<file path="src/sv/cx32_pkg.sv">
`timescale 1ns / 1ps
// ----------------------------------------------------------------------------
// cx32_pkg
// Shared types, codes and constant tables of the codex32 BCH checksum engine.
// ----------------------------------------------------------------------------
package cx32_pkg;

	typedef logic [4:0] sym_t;
	typedef logic [3:0] idx_t;

	typedef enum logic [1:0] {
		ST_IDLE,
		ST_ABSORB,
		ST_VERIFY,
		ST_EMIT
	} cx32_state_t;

	localparam logic [1:0] KIND_ABSORB = 2'd0;
	localparam logic [1:0] KIND_VERIFY = 2'd1;
	localparam logic [1:0] KIND_GEN    = 2'd2;

	localparam idx_t LAST_SHORT = 4'd12;
	localparam idx_t LAST_LONG  = 4'd14;
	localparam int   RES_DEPTH  = 15;

	// generator vectors, short code in row 0, long code in row 1
	localparam sym_t GEN_TAB [2][16] = '{
		'{5'd25, 5'd27, 5'd17, 5'd8,  5'd0,  5'd25, 5'd25, 5'd25,
		  5'd31, 5'd27, 5'd24, 5'd16, 5'd16, 5'd0,  5'd0,  5'd0},
		'{5'd15, 5'd10, 5'd25, 5'd26, 5'd9,  5'd25, 5'd21, 5'd6,
		  5'd23, 5'd21, 5'd6,  5'd5,  5'd22, 5'd4,  5'd23, 5'd0}
	};

	// residue targets: "secretshare32" and "secretshare32ex"
	localparam sym_t TGT_TAB [2][16] = '{
		'{5'd16, 5'd25, 5'd24, 5'd3,  5'd25, 5'd11, 5'd16, 5'd23,
		  5'd29, 5'd3,  5'd25, 5'd17, 5'd10, 5'd0,  5'd0,  5'd0},
		'{5'd16, 5'd25, 5'd24, 5'd3,  5'd25, 5'd11, 5'd16, 5'd23,
		  5'd29, 5'd3,  5'd25, 5'd17, 5'd10, 5'd25, 5'd6,  5'd0}
	};

	// GF(32) with field polynomial x^5 + x^3 + 1
	localparam logic [4:0] GF_LOG [32] = '{
		5'd0,  5'd0,  5'd1,  5'd14, 5'd2,  5'd28, 5'd15, 5'd22,
		5'd3,  5'd5,  5'd29, 5'd26, 5'd16, 5'd7,  5'd23, 5'd11,
		5'd4,  5'd25, 5'd6,  5'd10, 5'd30, 5'd13, 5'd27, 5'd21,
		5'd17, 5'd18, 5'd8,  5'd19, 5'd24, 5'd9,  5'd12, 5'd20
	};

	localparam sym_t GF_EXP [32] = '{
		5'd1,  5'd2,  5'd4,  5'd8,  5'd16, 5'd9,  5'd18, 5'd13,
		5'd26, 5'd29, 5'd19, 5'd15, 5'd30, 5'd21, 5'd3,  5'd6,
		5'd12, 5'd24, 5'd25, 5'd27, 5'd31, 5'd23, 5'd7,  5'd14,
		5'd28, 5'd17, 5'd11, 5'd22, 5'd5,  5'd10, 5'd20, 5'd0
	};

	function automatic idx_t last_index(input logic mode);
		return mode ? LAST_LONG : LAST_SHORT;
	endfunction

	// initial residue: all zero but a one in the final active entry
	function automatic sym_t init_entry(input logic mode, input idx_t i);
		return (i == last_index(mode)) ? 5'd1 : 5'd0;
	endfunction

endpackage

</file>
<file path="src/sv/codex32_bch_checksum_engine_unit.sv">
`timescale 1ns / 1ps
// ----------------------------------------------------------------------------
// codex32_bch_checksum_engine_unit
// Codex32 BCH checksum engine over GF(32), one shared multiplier.
// ----------------------------------------------------------------------------
// Usage:
//   Input channel (in_valid / in_stall) carries one word: kind and symbol.
//   Kind absorb folds the symbol into the residue, kind verify returns one
//   word with checksum_ok, kind generate returns 13 or 15 checksum symbols
//   with last on the final one. Unused kind codes are taken and dropped.
//   Output channel (out_valid / out_stall) is fed from an output register, so
//   a new input word is taken while the previous result still waits.
//   Configuration channel (cfg_valid / cfg_ready) writes long_mode; it is
//   taken only while idle and resets the residue for the selected code.
// Sequencing (len = 13 short, 15 long):
//   Absorb: one residue entry per cycle through the shared GF multiplier,
//   so the input stalls until all len active entries are updated.
//   Verify: the residue is compared, and the result is loaded into the output register once it is free.
//   Generate: len absorbs of the target, then len words
//   at one per cycle while the receiver takes them.
// Reset: long_mode clears to the short code, residue to its initial pattern.
// A stalled receiver holds the output register and freezes emission; the
// block takes no input until the final word of its item is in that register.
// ----------------------------------------------------------------------------
module codex32_bch_checksum_engine_unit (
	input  logic           clk,
	input  logic           arst_n,
	// configuration
	input  logic           cfg_valid,
	output logic           cfg_ready,
	input  logic           long_mode,
	// input words
	input  logic           in_valid,
	output logic           in_stall,
	input  logic [1:0]     kind,
	input  cx32_pkg::sym_t symbol,
	// result words
	output logic           out_valid,
	input  logic           out_stall,
	output logic           checksum_ok,
	output cx32_pkg::sym_t checksum_symbol,
	output logic           last
);
	import cx32_pkg::*;

	cx32_state_t state_q, state_d;

	logic mode_q;
	sym_t res_q [RES_DEPTH];
	idx_t idx_q;        // residue position in absorb, emit index in emit
	idx_t tcnt_q;       // target symbol count during generate
	logic gen_q;        // absorb belongs to a generate run
	sym_t sym_q;
	sym_t head_q;

	logic out_valid_q;
	logic ok_q;
	sym_t osym_q;
	logic last_q;

	idx_t last_idx;
	logic in_take;
	logic cfg_take;
	logic out_free;
	logic out_load;
	logic out_load_last;
	logic res_reinit;
	logic idx_at_last;
	logic verify_ok;
	idx_t rd_idx;
	sym_t rd_data;
	sym_t absorb_sym;
	sym_t absorb_src;
	sym_t gen_coef;
	sym_t gf_prod;

	assign last_idx    = last_index(mode_q);
	assign idx_at_last = (idx_q == last_idx);
	assign cfg_ready   = (state_q == ST_IDLE);
	// configuration has the port while it is presented
	assign in_stall    = (state_q != ST_IDLE) || cfg_valid;
	assign in_take     = in_valid && !in_stall;
	assign cfg_take    = cfg_valid && cfg_ready;
	assign out_free    = !out_valid_q || !out_stall;

	// read port into the residue, shared by absorb and emit
	assign rd_idx     = ((state_q == ST_ABSORB) && !idx_at_last) ? idx_q + 4'd1 : idx_q;
	assign rd_data    = res_q[rd_idx];
	assign absorb_sym = gen_q ? TGT_TAB[mode_q][tcnt_q] : sym_q;
	assign absorb_src = idx_at_last ? absorb_sym : rd_data;
	assign gen_coef   = GEN_TAB[mode_q][idx_q];

	cx32_gf_mul u_gf_mul (
		.a(gen_coef),
		.b(head_q),
		.p(gf_prod)
	);

	// compare the whole active residue against the target
	always_comb begin
		verify_ok = 1'b1;
		for (int i = 0; i < RES_DEPTH; i++) begin
			if ((4'(i) <= last_idx) && (res_q[i] != TGT_TAB[mode_q][i])) begin
				verify_ok = 1'b0;
			end
		end
	end

	// next state and sequencing strobes
	always_comb begin
		state_d       = state_q;
		out_load      = 1'b0;
		out_load_last = 1'b0;
		unique case (state_q)
			ST_IDLE: begin
				if (in_take) begin
					unique case (kind)
						KIND_ABSORB: state_d = ST_ABSORB;
						KIND_VERIFY: state_d = ST_VERIFY;
						KIND_GEN:    state_d = ST_ABSORB;
						default:     state_d = ST_IDLE;
					endcase
				end
			end
			ST_ABSORB: begin
				if (idx_at_last) begin
					if (!gen_q) begin
						state_d = ST_IDLE;
					end else if (tcnt_q == last_idx) begin
						state_d = ST_EMIT;
					end
				end
			end
			ST_VERIFY: begin
				if (out_free) begin
					out_load      = 1'b1;
					out_load_last = 1'b1;
					state_d       = ST_IDLE;
				end
			end
			ST_EMIT: begin
				if (out_free) begin
					out_load      = 1'b1;
					out_load_last = idx_at_last;
					if (idx_at_last) begin
						state_d = ST_IDLE;
					end
				end
			end
			default: state_d = ST_IDLE;
		endcase
	end

	assign res_reinit = cfg_take || out_load_last;

	always_ff @(posedge clk or negedge arst_n) begin
		if (!arst_n) begin
			state_q <= ST_IDLE;
		end else begin
			state_q <= state_d;
		end
	end

	// sequencer registers
	always_ff @(posedge clk or negedge arst_n) begin
		if (!arst_n) begin
			mode_q <= 1'b0;
			idx_q  <= '0;
			tcnt_q <= '0;
			gen_q  <= 1'b0;
		end else begin
			if (cfg_take) begin
				mode_q <= long_mode;
			end
			unique case (state_q)
				ST_IDLE: begin
					idx_q  <= '0;
					tcnt_q <= '0;
					if (in_take) begin
						gen_q <= (kind == KIND_GEN);
					end
				end
				ST_ABSORB: begin
					if (idx_at_last) begin
						idx_q  <= '0;
						tcnt_q <= tcnt_q + 4'd1;
					end else begin
						idx_q <= idx_q + 4'd1;
					end
				end
				ST_VERIFY: begin
					idx_q <= '0;
				end
				ST_EMIT: begin
					if (out_load) begin
						idx_q <= idx_at_last ? 4'd0 : idx_q + 4'd1;
					end
				end
				default: idx_q <= '0;
			endcase
		end
	end

	// symbol and head element of the absorb in progress
	always_ff @(posedge clk) begin
		if (in_take) begin
			sym_q  <= symbol;
			head_q <= res_q[0];
		end else if ((state_q == ST_ABSORB) && idx_at_last) begin
			// entry 0 is already updated, so it is the next head
			head_q <= res_q[0];
		end
	end

	// residue: reset and reinit load the initial pattern; absorb updates one entry per cycle through the shared multiplier
	always_ff @(posedge clk or negedge arst_n) begin
		if (!arst_n) begin
			for (int i = 0; i < RES_DEPTH; i++) begin
				res_q[i] <= init_entry(1'b0, 4'(i));
			end
		end else if (res_reinit) begin
			for (int i = 0; i < RES_DEPTH; i++) begin
				res_q[i] <= init_entry(cfg_take ? long_mode : mode_q, 4'(i));
			end
		end else if (state_q == ST_ABSORB) begin
			res_q[idx_q] <= absorb_src ^ gf_prod;
		end
	end

	// output register
	always_ff @(posedge clk or negedge arst_n) begin
		if (!arst_n) begin
			out_valid_q <= 1'b0;
		end else if (out_load) begin
			out_valid_q <= 1'b1;
		end else if (!out_stall) begin
			out_valid_q <= 1'b0;
		end
	end

	always_ff @(posedge clk) begin
		if (out_load) begin
			if (state_q == ST_VERIFY) begin
				ok_q   <= verify_ok;
				osym_q <= '0;
				last_q <= 1'b1;
			end else begin
				ok_q   <= 1'b0;
				osym_q <= rd_data;
				last_q <= idx_at_last;
			end
		end
	end

	assign out_valid       = out_valid_q;
	assign checksum_ok     = ok_q;
	assign checksum_symbol = osym_q;
	assign last            = last_q;

`ifndef SYNTHESIS
	a_idx_in_range: assert property (@(posedge clk) disable iff (!arst_n)
		(state_q != ST_IDLE) |-> (idx_q <= last_idx))
		else $error("residue index beyond active length");

	a_result_kinds_exclusive: assert property (@(posedge clk) disable iff (!arst_n)
		out_valid |-> !(checksum_ok && (checksum_symbol != 5'd0)))
		else $error("verify and generate fields both set");

	a_run_resets_residue: assert property (@(posedge clk) disable iff (!arst_n)
		out_load_last |=> (res_q[last_idx] == 5'd1) && (res_q[0] == 5'd0))
		else $error("residue not reinitialized after run");

	a_emit_ends_idle: assert property (@(posedge clk) disable iff (!arst_n)
		((state_q == ST_EMIT) && out_load && idx_at_last) |=> (state_q == ST_IDLE))
		else $error("emission did not end after last symbol");
`endif

endmodule

</file>
<file path="src/sv/cx32_gf_mul.sv">
`timescale 1ns / 1ps
// ----------------------------------------------------------------------------
// cx32_gf_mul
// GF(32) multiplier through log and antilog tables.
// ----------------------------------------------------------------------------
module cx32_gf_mul (
	input  cx32_pkg::sym_t a,
	input  cx32_pkg::sym_t b,
	output cx32_pkg::sym_t p
);
	import cx32_pkg::*;

	logic [5:0] log_sum;
	logic [4:0] log_mod;

	always_comb begin
		log_sum = {1'b0, GF_LOG[a]} + {1'b0, GF_LOG[b]};
		// sum stays below 62, so one subtract reduces it mod 31
		log_mod = (log_sum >= 6'd31) ? 5'(log_sum - 6'd31) : log_sum[4:0];
		p       = ((a == 5'd0) || (b == 5'd0)) ? 5'd0 : GF_EXP[log_mod];
	end

endmodule
</file>
<file path="config.mk">
export PLATFORM = sky130hd
export DESIGN_NAME = codex32_bch_checksum_engine_unit
export DESIGN_NICKNAME = d
export VERILOG_FILES = /design/src/sv/cx32_pkg.sv /design/src/sv/codex32_bch_checksum_engine_unit.sv /design/src/sv/cx32_gf_mul.sv
export SDC_FILE = /design/constraint.sdc
export NUM_CORES = 1
export LEC_CHECK = 0
export BUFFER_PORTS_ARGS = -buffer_cell sky130_fd_sc_hd__buf_2
export CORE_MARGIN = 2
export CORE_UTILIZATION = 56
export DETAILED_ROUTE_END_ITERATION = 16
export HOLD_SLACK_MARGIN = 0.05
export PLACE_DENSITY = 0.72
export SKIP_LAST_GASP = 1
export SLEW_MARGIN = 40
export SYNTH_ARGS = -nofsm -noshare
export SYNTH_HDL_FRONTEND = slang
export SYNTH_SLANG_ARGS = --single-unit
</file>
<file path="constraint.sdc">
create_clock -name clk -period 8.7 [get_ports clk]
set_input_delay 0.435 -clock clk [delete_from_list [all_inputs] [get_ports clk]]
set_output_delay 0.435 -clock clk [all_outputs]
set_load 0.02 [all_outputs]
</file>
==> results of run 1 <==
[per-layer routing]
| metal | share of wire [%] | global-route usage (%) | routed length [um] | up-vias |
|---|---|---|---|---|
| met1 | 44 | 42.86 | 10220 | 3653 |
| met3 | 6.7 | 4.811 | 1554 | 63 |
| li1 | - | - | - | 3642 |
| met4 | 3.7 | 12.48 | 870 | 0 |
| met5 | 0 | 0 | 0 | - |
| met2 | 46 | 46.93 | 10710 | 325 |
[what timing repair did]
item | CTS | global route
buffers inserted | 0 | 0
endpoints found under the setup margin | 0 | 0
hold buffers | 1 | 0
hold endpoints to repair | 27 | 0
[synthesized netlist by cell type (all sizes together) (6+ instances only)]
| cell | n |
|---|---|
| o21ai | 125 |
| nand3 | 117 |
| dfrtp | 87 |
| clkbuf | 69 |
| nand2 | 66 |
| nor2 | 61 |
| a21oi | 47 |
| ha | 40 |
| nor3 | 28 |
| inv | 24 |
| a211oi | 20 |
| mux2i | 20 |
| or4 | 18 |
| edfxtp | 17 |
| o211ai | 16 |
| buf | 14 |
| nand4 | 14 |
| nor2b | 12 |
| mux2 | 10 |
| nand2b | 10 |
| a31oi | 9 |
| and3 | 9 |
| xor2 | 8 |
| a21o | 7 |
| nor4 | 7 |
| xnor2 | 7 |
| a21boi | 6 |
| a221oi | 6 |
| a32oi | 6 |
[kinds of logic after synthesis]
group | count (synthesis) | synth area share, %
adder cells (fa/ha/maj) | 41 | 6.365
AO/OA/AOI/OAI | 305 | 24.68
flip-flops | 105 | 33.19
multiplexers | 33 | 4.651
AND/OR/NAND/NOR | 380 | 24.19
buffers and inverters | 107 | 5.141
XOR/XNOR | 15 | 1.790
[critical path: cells and delay by family, from the launching register on]
family          cells  cell delay (ps)
xor+xnor            2              710
fa+ha+maj           5             1820
compound gates     12             1900
simple gates        4             1490
buf+inv             6              940
flops               1              680
[metrics by stage]
stage,std cells,setup WS [ps]
final,1139,1036
after floorplan,986,1251
after global placement,1122,1240
after CTS,1139,1115
after detailed placement,1122,1116
after global routing,1139,434.4
[sequential cells by signal (all words and copies together), names as in the netlist]
signal           flops
idx_q                4
out_valid            1
sym_q                5
gen_q                1
res_q               75
checksum_symbol      5
mode_q               1
head_q               5
last                 1
checksum_ok          1
tcnt_q               4
state_q              2
[cell type report]
type / instances / area [um2] / share of cell area (%)
clock buffer: 11 / 242.7 / 2.800
clock inverter: 5 / 37.54 / 0.4330
inverter: 24 / 90.09 / 1.039
multi-input combinational: 774 / 5127 / 59.15
sequential: 105 / 2716 / 31.34
tap: 184 / 230.2 / 2.656
timing repair buffer: 36 / 224.0 / 2.584
[worst paths after layout]
| kind | startpoint | endpoint | slack [ps] |
|---|---|---|---|
| hold / removal | symbol[3] | sym_q[3] | 240 |
| setup reg to reg | idx_q[3] | res_q[43] | 1040 |
| hold reg to reg | res_q[3] | res_q[3] | 540 |
| setup / recovery | idx_q[3] | res_q[43] | 1040 |
| max in group asynchronous | arst_n | res_q[16] | 7280 |
| min in group asynchronous | arst_n | res_q[29] | 540 |
==> flow_summary.html, run 1 <==
<table>
<tr><th>Metric</th><th>Value</th></tr>
<tr><th colspan="2">Setup path</th></tr>
<tr><td>Worst reg2reg path depth</td><td>29</td></tr>
<tr><td>Worst Setup End Kind</td><td>register</td></tr>
<tr><td>Crit path kind</td><td>register to register</td></tr>
<tr><td>CP max stage cell</td><td>dfrtp_1</td></tr>
<tr><td>Arrival time of the worst setup path</td><td>7890 ps</td></tr>
<tr><td>Worst EP required</td><td>8920 ps</td></tr>
<tr><td>Maximum fanout along the worst path</td><td>27</td></tr>
<tr><td>Worst setup SP type</td><td>register</td></tr>
<tr><td>Critical Path Max Stage Delay</td><td>680 ps</td></tr>
<tr><th colspan="2">STA</th></tr>
<tr><td>Final number of max-transition violations</td><td>0</td></tr>
<tr><td>Final number of hold-violating endpoints</td><td>0</td></tr>
<tr><td>Unrepaired setup endpoints after global routing</td><td>false</td></tr>
<tr><td>Max-Slew Margin vs Limit</td><td>41.01%</td></tr>
<tr><td>Maximum clock rate</td><td>130.5 MHz</td></tr>
<tr><td>Setup TNS</td><td>0 ps</td></tr>
<tr><td>Slew of the pin with the lowest slew margin</td><td>881.9 ps</td></tr>
<tr><td>Layout Skew</td><td>12.39 ps</td></tr>
<tr><td>Fin crit share</td><td>88.09%</td></tr>
<tr><td>Post-layout min period</td><td>7664 ps</td></tr>
<tr><td>Hold Slack</td><td>242.2 ps</td></tr>
<tr><td>Count of endpoints failing setup in the final report</td><td>0</td></tr>
<tr><th colspan="2">Synthesis</th></tr>
<tr><td>Number of flops mapped to enable cells by yosys</td><td>17</td></tr>
<tr><td>Synth Net Count</td><td>1040</td></tr>
<tr><td>Most area-consuming cells after synthesis</td><td>dfrtp_1 27%, nand3_1 7.2%, o21ai_0 6.9%</td></tr>
<tr><td>Synth warn</td><td>0</td></tr>
<tr><td>Number of distinct library cells after synthesis</td><td>83</td></tr>
<tr><td>Fraction of synthesized cell area taken by the top area cell type</td><td>26.62%</td></tr>
<tr><td>Synthesized flop and latch total</td><td>105</td></tr>
<tr><td>Share of the yosys chip area belonging to registers</td><td>33.19%</td></tr>
<tr><td>Avg Inst Size Synth</td><td>8.294 um2</td></tr>
<tr><td>Synthesized netlist cell count</td><td>986</td></tr>
<tr><td>Cell taking the most area after synthesis</td><td>dfrtp_1</td></tr>
<tr><td>Cell Area, Synth</td><td>8178 um2</td></tr>
<tr><td>Primary FF master, synth</td><td>dfrtp_1</td></tr>
<tr><td>Asr flop ratio synth</td><td>83.81%</td></tr>
<tr><th colspan="2">Global route</th></tr>
<tr><td>Number of antenna violations at the first check in global routing</td><td>0</td></tr>
<tr><td>All-layer global routing usage</td><td>30.40%</td></tr>
<tr><td>Maximum number of pins on one net before global-route repair</td><td>77</td></tr>
<tr><td>Total overflow reported by the global router</td><td>0</td></tr>
<tr><td>Vias in the first global route</td><td>7117</td></tr>
<tr><td>Wire length of the first global-routing pass</td><td>38180 um</td></tr>
<tr><th colspan="2">Floorplanning</th></tr>
<tr><td>I/O pin count</td><td>23</td></tr>
<tr><td>Die area</td><td>15590 um2</td></tr>
<tr><td>Die boundary width</td><td>124.8 um</td></tr>
<tr><td>Starting density of the core</td><td>56.70%</td></tr>
<tr><td>Row count</td><td>44</td></tr>
<tr><td>Total core area</td><td>14420 um2</td></tr>
<tr><td>Die Y</td><td>124.8 um</td></tr>
<tr><th colspan="2">Clock tree</th></tr>
<tr><td>Clock-pin transition on the worst setup and hold timing paths</td><td>80 ps</td></tr>
<tr><td>Resize count post-CTS</td><td>0</td></tr>
<tr><td>Clock buffer count from CTS</td><td>9</td></tr>
<tr><td>Root Driver</td><td>clkbuf_16</td></tr>
<tr><td>Clock insertion delay at the later pin of the skew report</td><td>360 ps</td></tr>
<tr><td>Largest buffer count on any clock path</td><td>2</td></tr>
<tr><td>Maximum level of the CTS H-tree</td><td>3</td></tr>
<tr><td>CTS sink count</td><td>105</td></tr>
<tr><td>CTS tree</td><td>done</td></tr>
<tr><th colspan="2">Layout</th></tr>
<tr><td>Fill cells</td><td>1316</td></tr>
<tr><td>Area growth syn-to-layout</td><td>5.998%</td></tr>
<tr><td>Most common library cell in the layout ignoring fill and taps</td><td>nand3_1</td></tr>
<tr><td>Commonest cells after routing, fill and taps aside</td><td>117 x nand3_1, 113 x o21ai_0, 85 x dfrtp_1</td></tr>
<tr><td>Post-layout nets</td><td>1004</td></tr>
<tr><td>Share of cells above drive strength 1</td><td>10.89%</td></tr>
<tr><td>Post-route standard cell area excluding fillers</td><td>8668 um2</td></tr>
<tr><td>Antenna cell count</td><td>0</td></tr>
<tr><td>Final core occ</td><td>60.10%</td></tr>
<tr><th colspan="2">Detailed routing</th></tr>
<tr><td>Antenna viol nets, final</td><td>0</td></tr>
<tr><td>Via count</td><td>7683</td></tr>
<tr><td>Number of search-and-repair iterations in the first detailed-routing pass</td><td>5</td></tr>
<tr><td>Count of routing violations after the opening detailed-route iteration</td><td>940</td></tr>
<tr><td>Residual DRC count</td><td>0</td></tr>
<tr><td>Per-cell via count in the routed design</td><td>6.745</td></tr>
<tr><td>Routed WL</td><td>23360 um</td></tr>
<tr><td>Wire per inst</td><td>20.51 um</td></tr>
<tr><th colspan="2">Placed design</th></tr>
<tr><td>Global placement routability congestion</td><td>0.9547</td></tr>
<tr><td>Sum of net half-perimeters after detailed placement</td><td>16590 um</td></tr>
<tr><td>Port Buf Inserts</td><td>22</td></tr>
<tr><td>Area after DPL</td><td>8369 um2</td></tr>
<tr><th colspan="2">Run</th></tr>
<tr><td>Max-cap violations</td><td>0</td></tr>
<tr><th colspan="2">Min path</th></tr>
<tr><td>Worst hold stages</td><td>1</td></tr>
<tr><td>Class of the worst hold path</td><td>input pin to register</td></tr>
<tr><th colspan="2">Run status</th></tr>
<tr><td>Status</td><td>complete, no violations</td></tr>
</table>
Power of run 1 is left out: the tool's default activity adds up to more than one toggle a clock period on the data nets, which glitch-free logic cannot reach.
==> run 2, diff against run 1 <==
--- a/config.mk
+++ b/config.mk
@@ -6,7 +6,7 @@
 export NUM_CORES = 1
 export LEC_CHECK = 0
 export BUFFER_PORTS_ARGS = -buffer_cell sky130_fd_sc_hd__buf_2
-export CORE_MARGIN = 2
+export CORE_MARGIN = 10
 export CORE_UTILIZATION = 56
 export DETAILED_ROUTE_END_ITERATION = 16
 export HOLD_SLACK_MARGIN = 0.05
==> run 2 against run 1 <==
  * Cell count rose by 0.18%
  * Non-clock buffer count increased by 2
  * Clock-buffer cell count is 2 lower
  * First-iteration DRC count is 3.6% higher
  * Register-to-register slack barely moved
  * Sequential share of layout area fell by 0.053 points
  * Critical path depth shrank 2
  * Global-route usage is 6.3 points lower
  * Wire length up 2.7%
  * Worst hold slack improved by 5.3 ps
  * Die area up 27%
  * Design area grew 0.22%
  * Critical path type unchanged
  * Critical endpoint is now res_q[10]
==> flow_summary.html, run 2 (synthesis gave the netlist of run 1 again) <==
<table>
<tr><th>Metric</th><th>Value</th></tr>
<tr><th colspan="2">Detailed routing</th></tr>
<tr><td>Antenna viol nets, final</td><td>0</td></tr>
<tr><td>Per-cell via count in the routed design</td><td>6.823</td></tr>
<tr><td>Wire per inst</td><td>21.03 um</td></tr>
<tr><td>Count of routing violations after the opening detailed-route iteration</td><td>974</td></tr>
<tr><td>Routed WL</td><td>24000 um</td></tr>
<tr><td>Residual DRC count</td><td>0</td></tr>
<tr><td>Via count</td><td>7785</td></tr>
<tr><td>Number of search-and-repair iterations in the first detailed-routing pass</td><td>6</td></tr>
<tr><th colspan="2">Clock tree</th></tr>
<tr><td>Maximum level of the CTS H-tree</td><td>3</td></tr>
<tr><td>Clock insertion delay at the later pin of the skew report</td><td>360 ps</td></tr>
<tr><td>CTS sink count</td><td>105</td></tr>
<tr><td>Clock buffer count from CTS</td><td>9</td></tr>
<tr><td>Clock-pin transition on the worst setup and hold timing paths</td><td>80 ps</td></tr>
<tr><td>Largest buffer count on any clock path</td><td>2</td></tr>
<tr><td>Post-CTS setup buffers</td><td>0</td></tr>
<tr><td>CTS tree</td><td>done</td></tr>
<tr><td>Root Driver</td><td>clkbuf_16</td></tr>
<tr><th colspan="2">Layout</th></tr>
<tr><td>Most common library cell in the layout ignoring fill and taps</td><td>nand3_1</td></tr>
<tr><td>Post-route standard cell area excluding fillers</td><td>8687 um2</td></tr>
<tr><td>Commonest cells after routing, fill and taps aside</td><td>117 x nand3_1, 113 x o21ai_0, 84 x dfrtp_1</td></tr>
<tr><td>Area growth syn-to-layout</td><td>6.227%</td></tr>
<tr><td>Max FFs per register</td><td>75</td></tr>
<tr><td>Share of cells above drive strength 1</td><td>11.39%</td></tr>
<tr><td>Antenna cell count</td><td>0</td></tr>
<tr><td>Post-layout nets</td><td>1006</td></tr>
<tr><td>Register with the most flip-flops</td><td>res_q</td></tr>
<tr><th colspan="2">Min path</th></tr>
<tr><td>Worst-case hold path end point</td><td>sym_q[3]</td></tr>
<tr><td>Worst Hold Launch</td><td>symbol[3]</td></tr>
<tr><td>Worst hold stages</td><td>1</td></tr>
<tr><td>Class of the worst hold path</td><td>input pin to register</td></tr>
<tr><th colspan="2">Setup path</th></tr>
<tr><td>Worst EP required</td><td>8960 ps</td></tr>
<tr><td>CP max stage cell</td><td>dfrtp_1</td></tr>
<tr><td>Worst Setup End Kind</td><td>register</td></tr>
<tr><td>Critical Path Max Stage Delay</td><td>820 ps</td></tr>
<tr><td>Worst reg2reg path depth</td><td>27</td></tr>
<tr><td>Cell mode on critical path</td><td>inv_1</td></tr>
<tr><td>Dominant delay contributor by cell family on the critical path</td><td>simple AND/OR/NAND/NOR gates</td></tr>
<tr><td>Number of buffers and inverters on the critical path</td><td>6</td></tr>
<tr><td>Endpoint of the most critical register-to-register path</td><td>res_q[10]</td></tr>
<tr><td>Crit path kind</td><td>register to register</td></tr>
<tr><td>Maximum fanout along the worst path</td><td>19</td></tr>
<tr><td>Reg-to-reg critical path startpoint</td><td>mode_q</td></tr>
<tr><td>Reg-to-reg slack, setup</td><td>1040 ps</td></tr>
<tr><td>Arrival time of the worst setup path</td><td>7920 ps</td></tr>
<tr><td>Worst setup SP type</td><td>register</td></tr>
<tr><th colspan="2">Placed design</th></tr>
<tr><td>Worst setup slack after placement</td><td>1178 ps</td></tr>
<tr><td>Area after DPL</td><td>8373 um2</td></tr>
<tr><td>Global placement routability congestion</td><td>0.9358</td></tr>
<tr><td>Sum of net half-perimeters after detailed placement</td><td>16960 um</td></tr>
<tr><td>Port Buf Inserts</td><td>22</td></tr>
<tr><th colspan="2">Floorplanning</th></tr>
<tr><td>Total core area</td><td>14420 um2</td></tr>
<tr><td>Die boundary width</td><td>140.8 um</td></tr>
<tr><td>Die Y</td><td>140.8 um</td></tr>
<tr><td>Row count</td><td>44</td></tr>
<tr><td>I/O pin count</td><td>23</td></tr>
<tr><td>Die area</td><td>19840 um2</td></tr>
<tr><td>Starting density of the core</td><td>56.70%</td></tr>
<tr><th colspan="2">STA</th></tr>
<tr><td>Setup TNS</td><td>0 ps</td></tr>
<tr><td>Maximum clock rate</td><td>130.6 MHz</td></tr>
<tr><td>Final number of hold-violating endpoints</td><td>0</td></tr>
<tr><td>Unrepaired setup endpoints after global routing</td><td>false</td></tr>
<tr><td>Final number of max-transition violations</td><td>0</td></tr>
<tr><td>Worst setup slack after layout</td><td>1040 ps</td></tr>
<tr><td>Post-layout min period</td><td>7660 ps</td></tr>
<tr><td>Count of endpoints failing setup in the final report</td><td>0</td></tr>
<tr><td>Fin crit share</td><td>88.04%</td></tr>
<tr><td>Hold Slack</td><td>247.5 ps</td></tr>
<tr><td>Max-Slew Margin vs Limit</td><td>45.70%</td></tr>
<tr><td>Layout Skew</td><td>11.35 ps</td></tr>
<tr><td>Slew of the pin with the lowest slew margin</td><td>808.7 ps</td></tr>
<tr><th colspan="2">Run status</th></tr>
<tr><td>Status</td><td>complete, no violations</td></tr>
<tr><th colspan="2">Global route</th></tr>
<tr><td>Wire length of the first global-routing pass</td><td>39210 um</td></tr>
<tr><td>Number of antenna violations at the first check in global routing</td><td>0</td></tr>
<tr><td>Vias in the first global route</td><td>7117</td></tr>
<tr><td>All-layer global routing usage</td><td>24.05%</td></tr>
<tr><td>Total overflow reported by the global router</td><td>0</td></tr>
<tr><td>Maximum number of pins on one net before global-route repair</td><td>77</td></tr>
<tr><th colspan="2">Run</th></tr>
<tr><td>Max-cap violations</td><td>0</td></tr>
</table>
==> run 2: worst reg2reg max path: cells and delay by family, from the launching register on <==
kind | cells | cell delay [ps]
AO/OA/AOI/OAI | 8 | 1490
XOR/XNOR | 2 | 640
adder cells (fa/ha/maj) | 5 | 1710
buffers and inverters | 6 | 1100
flip-flops | 1 | 820
AND/OR/NAND/NOR | 6 | 1800
==> run 2: cell type report <==
cell class                      count  area [um2]
Fill cell                        1322        5737
Timing Repair Buffer               38       239.0
Multi-Input combinational cell    774        5124
Sequential cell                   105        2718
Clock buffer                        9       225.2
Tap cell                          184       230.2
Clock inverter                      7       61.31
Inverter                           24       90.09
==> run 2: metal layers <==
layer / routed length, um / track usage [%] / share of wire, % / vias up
li1: - / - / - / 3648
met5: 0 / 0 / 0 / -
met3: 1655 / 4.904 / 6.9 / 66
met1: 10430 / 32.12 / 43 / 3739
met4: 828 / 10.00 / 3.5 / 0
met2: 11090 / 37.09 / 46 / 332
==> run 2: how the worst max path moves through the flow <==
stage | to | cells past startpoint | from | slack [ps]
global placement | res_q[61] | 28 | idx_q[3] | 1180
finish | res_q[10] | 27 | mode_q | 1040
global route | res_q[63] | 29 | mode_q | 320
floorplan | res_q[18] | 31 | idx_q[3] | 1250
CTS | res_q[10] | 27 | idx_q[3] | 1100
detailed placement | res_q[10] | 27 | idx_q[3] | 1180
==> run 2: metrics by stage <==
| stage | cells | util (%) |
|---|---|---|
| after detailed placement | 1124 | 58.05 |
| final | 1141 | 60.23 |
| after global routing | 1141 | 60.23 |
| after floorplan | 986 | - |
| after global placement | 1124 | 57.85 |
| after CTS | 1141 | 60.11 |
==> run 2: repair_timing <==
item | 4_1_cts | 5_1_grt
hold buffers | 1 | 0
gates resized for setup | 0 | 0
hold endpoints to repair | 24 | 0
Power of run 2 is left out for the same reason.
==> run 3, diff against run 2 <==
--- a/config.mk
+++ b/config.mk
@@ -6,7 +6,6 @@
 export NUM_CORES = 1
 export LEC_CHECK = 0
 export BUFFER_PORTS_ARGS = -buffer_cell sky130_fd_sc_hd__buf_2
-export CORE_MARGIN = 10
 export CORE_UTILIZATION = 56
 export DETAILED_ROUTE_END_ITERATION = 16
 export HOLD_SLACK_MARGIN = 0.05
==> constraint.sdc (replaced) <==
create_clock -name clk -period 8.3 [get_ports clk]
set_input_delay 0.415 -clock clk [delete_from_list [all_inputs] [get_ports clk]]
set_output_delay 0.415 -clock clk [all_outputs]
set_load 0.02 [all_outputs]
==> run 3 against run 2 <==
  * Worst hold slack worse by 18 ps
  * Maximum frequency up 3.8%
  * Wire length up 1.4%
==> flow_summary.html, run 3 (synthesis gave the netlist of run 1 again) <==
<table>
<tr><th>Metric</th><th>Value</th></tr>
<tr><th colspan="2">Setup path</th></tr>
<tr><td>Instance count on the critical path</td><td>30</td></tr>
<tr><td>Reg-to-reg slack, setup</td><td>920 ps</td></tr>
<tr><td>Worst EP required</td><td>8520 ps</td></tr>
<tr><td>Critical Path Max Stage Delay</td><td>620 ps</td></tr>
<tr><td>Crit path kind</td><td>register to register</td></tr>
<tr><td>Worst reg2reg path depth</td><td>30</td></tr>
<tr><td>CP max stage cell</td><td>dfrtp_1</td></tr>
<tr><td>Maximum fanout along the worst path</td><td>20</td></tr>
<tr><td>Worst setup SP type</td><td>register</td></tr>
<tr><td>Dominant delay contributor by cell family on the critical path</td><td>compound AO/OA/AOI/OAI gates</td></tr>
<tr><td>Worst Setup End Kind</td><td>register</td></tr>
<tr><td>Arrival time of the worst setup path</td><td>7600 ps</td></tr>
<tr><td>Number of buffers and inverters on the critical path</td><td>7</td></tr>
<tr><th colspan="2">Detailed routing</th></tr>
<tr><td>WL met2</td><td>10480 um</td></tr>
<tr><td>Routed WL</td><td>24330 um</td></tr>
<tr><td>Met3 routed wirelength</td><td>2188 um</td></tr>
<tr><td>Uppermost metal layer occupied by signal nets</td><td>met4</td></tr>
<tr><td>Wire per inst</td><td>21.34 um</td></tr>
<tr><td>Detailed-routing wirelength on met1</td><td>10920 um</td></tr>
<tr><td>Per-cell via count in the routed design</td><td>6.913</td></tr>
<tr><td>Count of routing violations after the opening detailed-route iteration</td><td>1018</td></tr>
<tr><td>Antenna viol nets, final</td><td>0</td></tr>
<tr><td>Number of search-and-repair iterations in the first detailed-routing pass</td><td>7</td></tr>
<tr><td>Via count</td><td>7881</td></tr>
<tr><td>Residual DRC count</td><td>0</td></tr>
<tr><th colspan="2">Clock tree</th></tr>
<tr><td>CTS tree</td><td>done</td></tr>
<tr><td>Clock-pin transition on the worst setup and hold timing paths</td><td>80 ps</td></tr>
<tr><td>CTS sink count</td><td>105</td></tr>
<tr><td>Maximum level of the CTS H-tree</td><td>3</td></tr>
<tr><td>Clock buffer count from CTS</td><td>9</td></tr>
<tr><td>Resize count post-CTS</td><td>0</td></tr>
<tr><td>Root Driver</td><td>clkbuf_16</td></tr>
<tr><td>Hold bufs inserted after CTS</td><td>1</td></tr>
<tr><td>Clock insertion delay at the later pin of the skew report</td><td>360 ps</td></tr>
<tr><td>Largest buffer count on any clock path</td><td>2</td></tr>
<tr><td>Post-CTS setup buffers</td><td>0</td></tr>
<tr><th colspan="2">Layout</th></tr>
<tr><td>Area growth syn-to-layout</td><td>6.640%</td></tr>
<tr><td>Max FFs per register</td><td>75</td></tr>
<tr><td>Register with the most flip-flops</td><td>res_q</td></tr>
<tr><td>Sequential standard cell area</td><td>2716 um2</td></tr>
<tr><td>Total area of multi-input combinational cells</td><td>5121 um2</td></tr>
<tr><td>Cell Count, Final, Fillers Out</td><td>1140</td></tr>
<tr><td>Antenna cell count</td><td>0</td></tr>
<tr><td>Post-layout nets</td><td>1009</td></tr>
<tr><td>Share of cells above drive strength 1</td><td>11.56%</td></tr>
<tr><td>Fill cells</td><td>1227</td></tr>
<tr><td>Commonest cells after routing, fill and taps aside</td><td>117 x nand3_1, 113 x o21ai_0, 85 x dfrtp_1</td></tr>
<tr><td>Most common library cell in the layout ignoring fill and taps</td><td>nand3_1</td></tr>
<tr><th colspan="2">STA</th></tr>
<tr><td>Post-layout min period</td><td>7383 ps</td></tr>
<tr><td>Fin crit share</td><td>88.95%</td></tr>
<tr><td>Max-Slew Margin vs Limit</td><td>45.54%</td></tr>
<tr><td>Layout Skew</td><td>9.894 ps</td></tr>
<tr><td>Slew of the pin with the lowest slew margin</td><td>811.1 ps</td></tr>
<tr><td>Final number of max-transition violations</td><td>0</td></tr>
<tr><td>Unrepaired setup endpoints after global routing</td><td>false</td></tr>
<tr><td>Hold Slack</td><td>229.2 ps</td></tr>
<tr><td>Maximum clock rate</td><td>135.5 MHz</td></tr>
<tr><td>Setup TNS</td><td>0 ps</td></tr>
<tr><td>Count of endpoints failing setup in the final report</td><td>0</td></tr>
<tr><td>Final number of hold-violating endpoints</td><td>0</td></tr>
<tr><th colspan="2">Placed design</th></tr>
<tr><td>Global placement routability congestion</td><td>0.9323</td></tr>
<tr><td>Port Buf Inserts</td><td>22</td></tr>
<tr><td>Sum of net half-perimeters after detailed placement</td><td>17340 um</td></tr>
<tr><td>Post-placement cell count</td><td>1122</td></tr>
<tr><th colspan="2">Floorplanning</th></tr>
<tr><td>Die boundary width</td><td>122.8 um</td></tr>
<tr><td>Row count</td><td>43</td></tr>
<tr><td>Starting density of the core</td><td>58.24%</td></tr>
<tr><td>Total core area</td><td>14040 um2</td></tr>
<tr><td>I/O pin count</td><td>23</td></tr>
<tr><td>Die area</td><td>15090 um2</td></tr>
<tr><td>Die Y</td><td>122.8 um</td></tr>
<tr><th colspan="2">Run status</th></tr>
<tr><td>Status</td><td>complete, no violations</td></tr>
<tr><th colspan="2">Global route</th></tr>
<tr><td>Vias in the first global route</td><td>6970</td></tr>
<tr><td>Total overflow reported by the global router</td><td>0</td></tr>
<tr><td>Number of antenna violations at the first check in global routing</td><td>0</td></tr>
<tr><td>Wire length of the first global-routing pass</td><td>38500 um</td></tr>
<tr><td>Maximum number of pins on one net before global-route repair</td><td>77</td></tr>
<tr><td>All-layer global routing usage</td><td>33.81%</td></tr>
<tr><th colspan="2">Run</th></tr>
<tr><td>Max-cap violations</td><td>0</td></tr>
<tr><th colspan="2">Min path</th></tr>
<tr><td>Class of the worst hold path</td><td>input pin to register</td></tr>
<tr><td>Worst hold stages</td><td>1</td></tr>
</table>
## run 3: final timing paths
check | startpoint | end
worst max register to register | idx_q[1] | res_q[53]
worst min register to register | res_q[5] | res_q[5]
max in group asynchronous | arst_n | idx_q[3]
min in group asynchronous | arst_n | res_q[39]
worst min-delay path | symbol[0] | sym_q[0]
worst max-delay path | idx_q[1] | res_q[53]
## run 3: per-layer routing
layer,global-route usage [%],vias to the layer above
li1,-,3649
met1,49.97,3779
met2,47.93,388
met3,7.528,65
met4,12.50,0
met5,0,-
## run 3: metrics by stage
stage | util, % | instance area [um2] | worst slack [ps]
global placement | 59.54 | 8361 | 996.1
floorplan | - | 8178 | 850.8
finish | 62.10 | 8721 | 917.2
global route | 62.10 | 8721 | 345.8
CTS | 61.85 | 8685 | 913.2
detailed placement | 59.65 | 8377 | 967.1
## run 3: cell type report
class / count / area share (%)
clock buffer: 9 / 2.582
clock inverter: 7 / 0.8321
sequential: 105 / 31.15
tap: 180 / 2.582
multi-input combinational: 774 / 58.72
timing repair buffer: 41 / 3.099
inverter: 24 / 1.033
Power of run 3 is left out for the same reason.
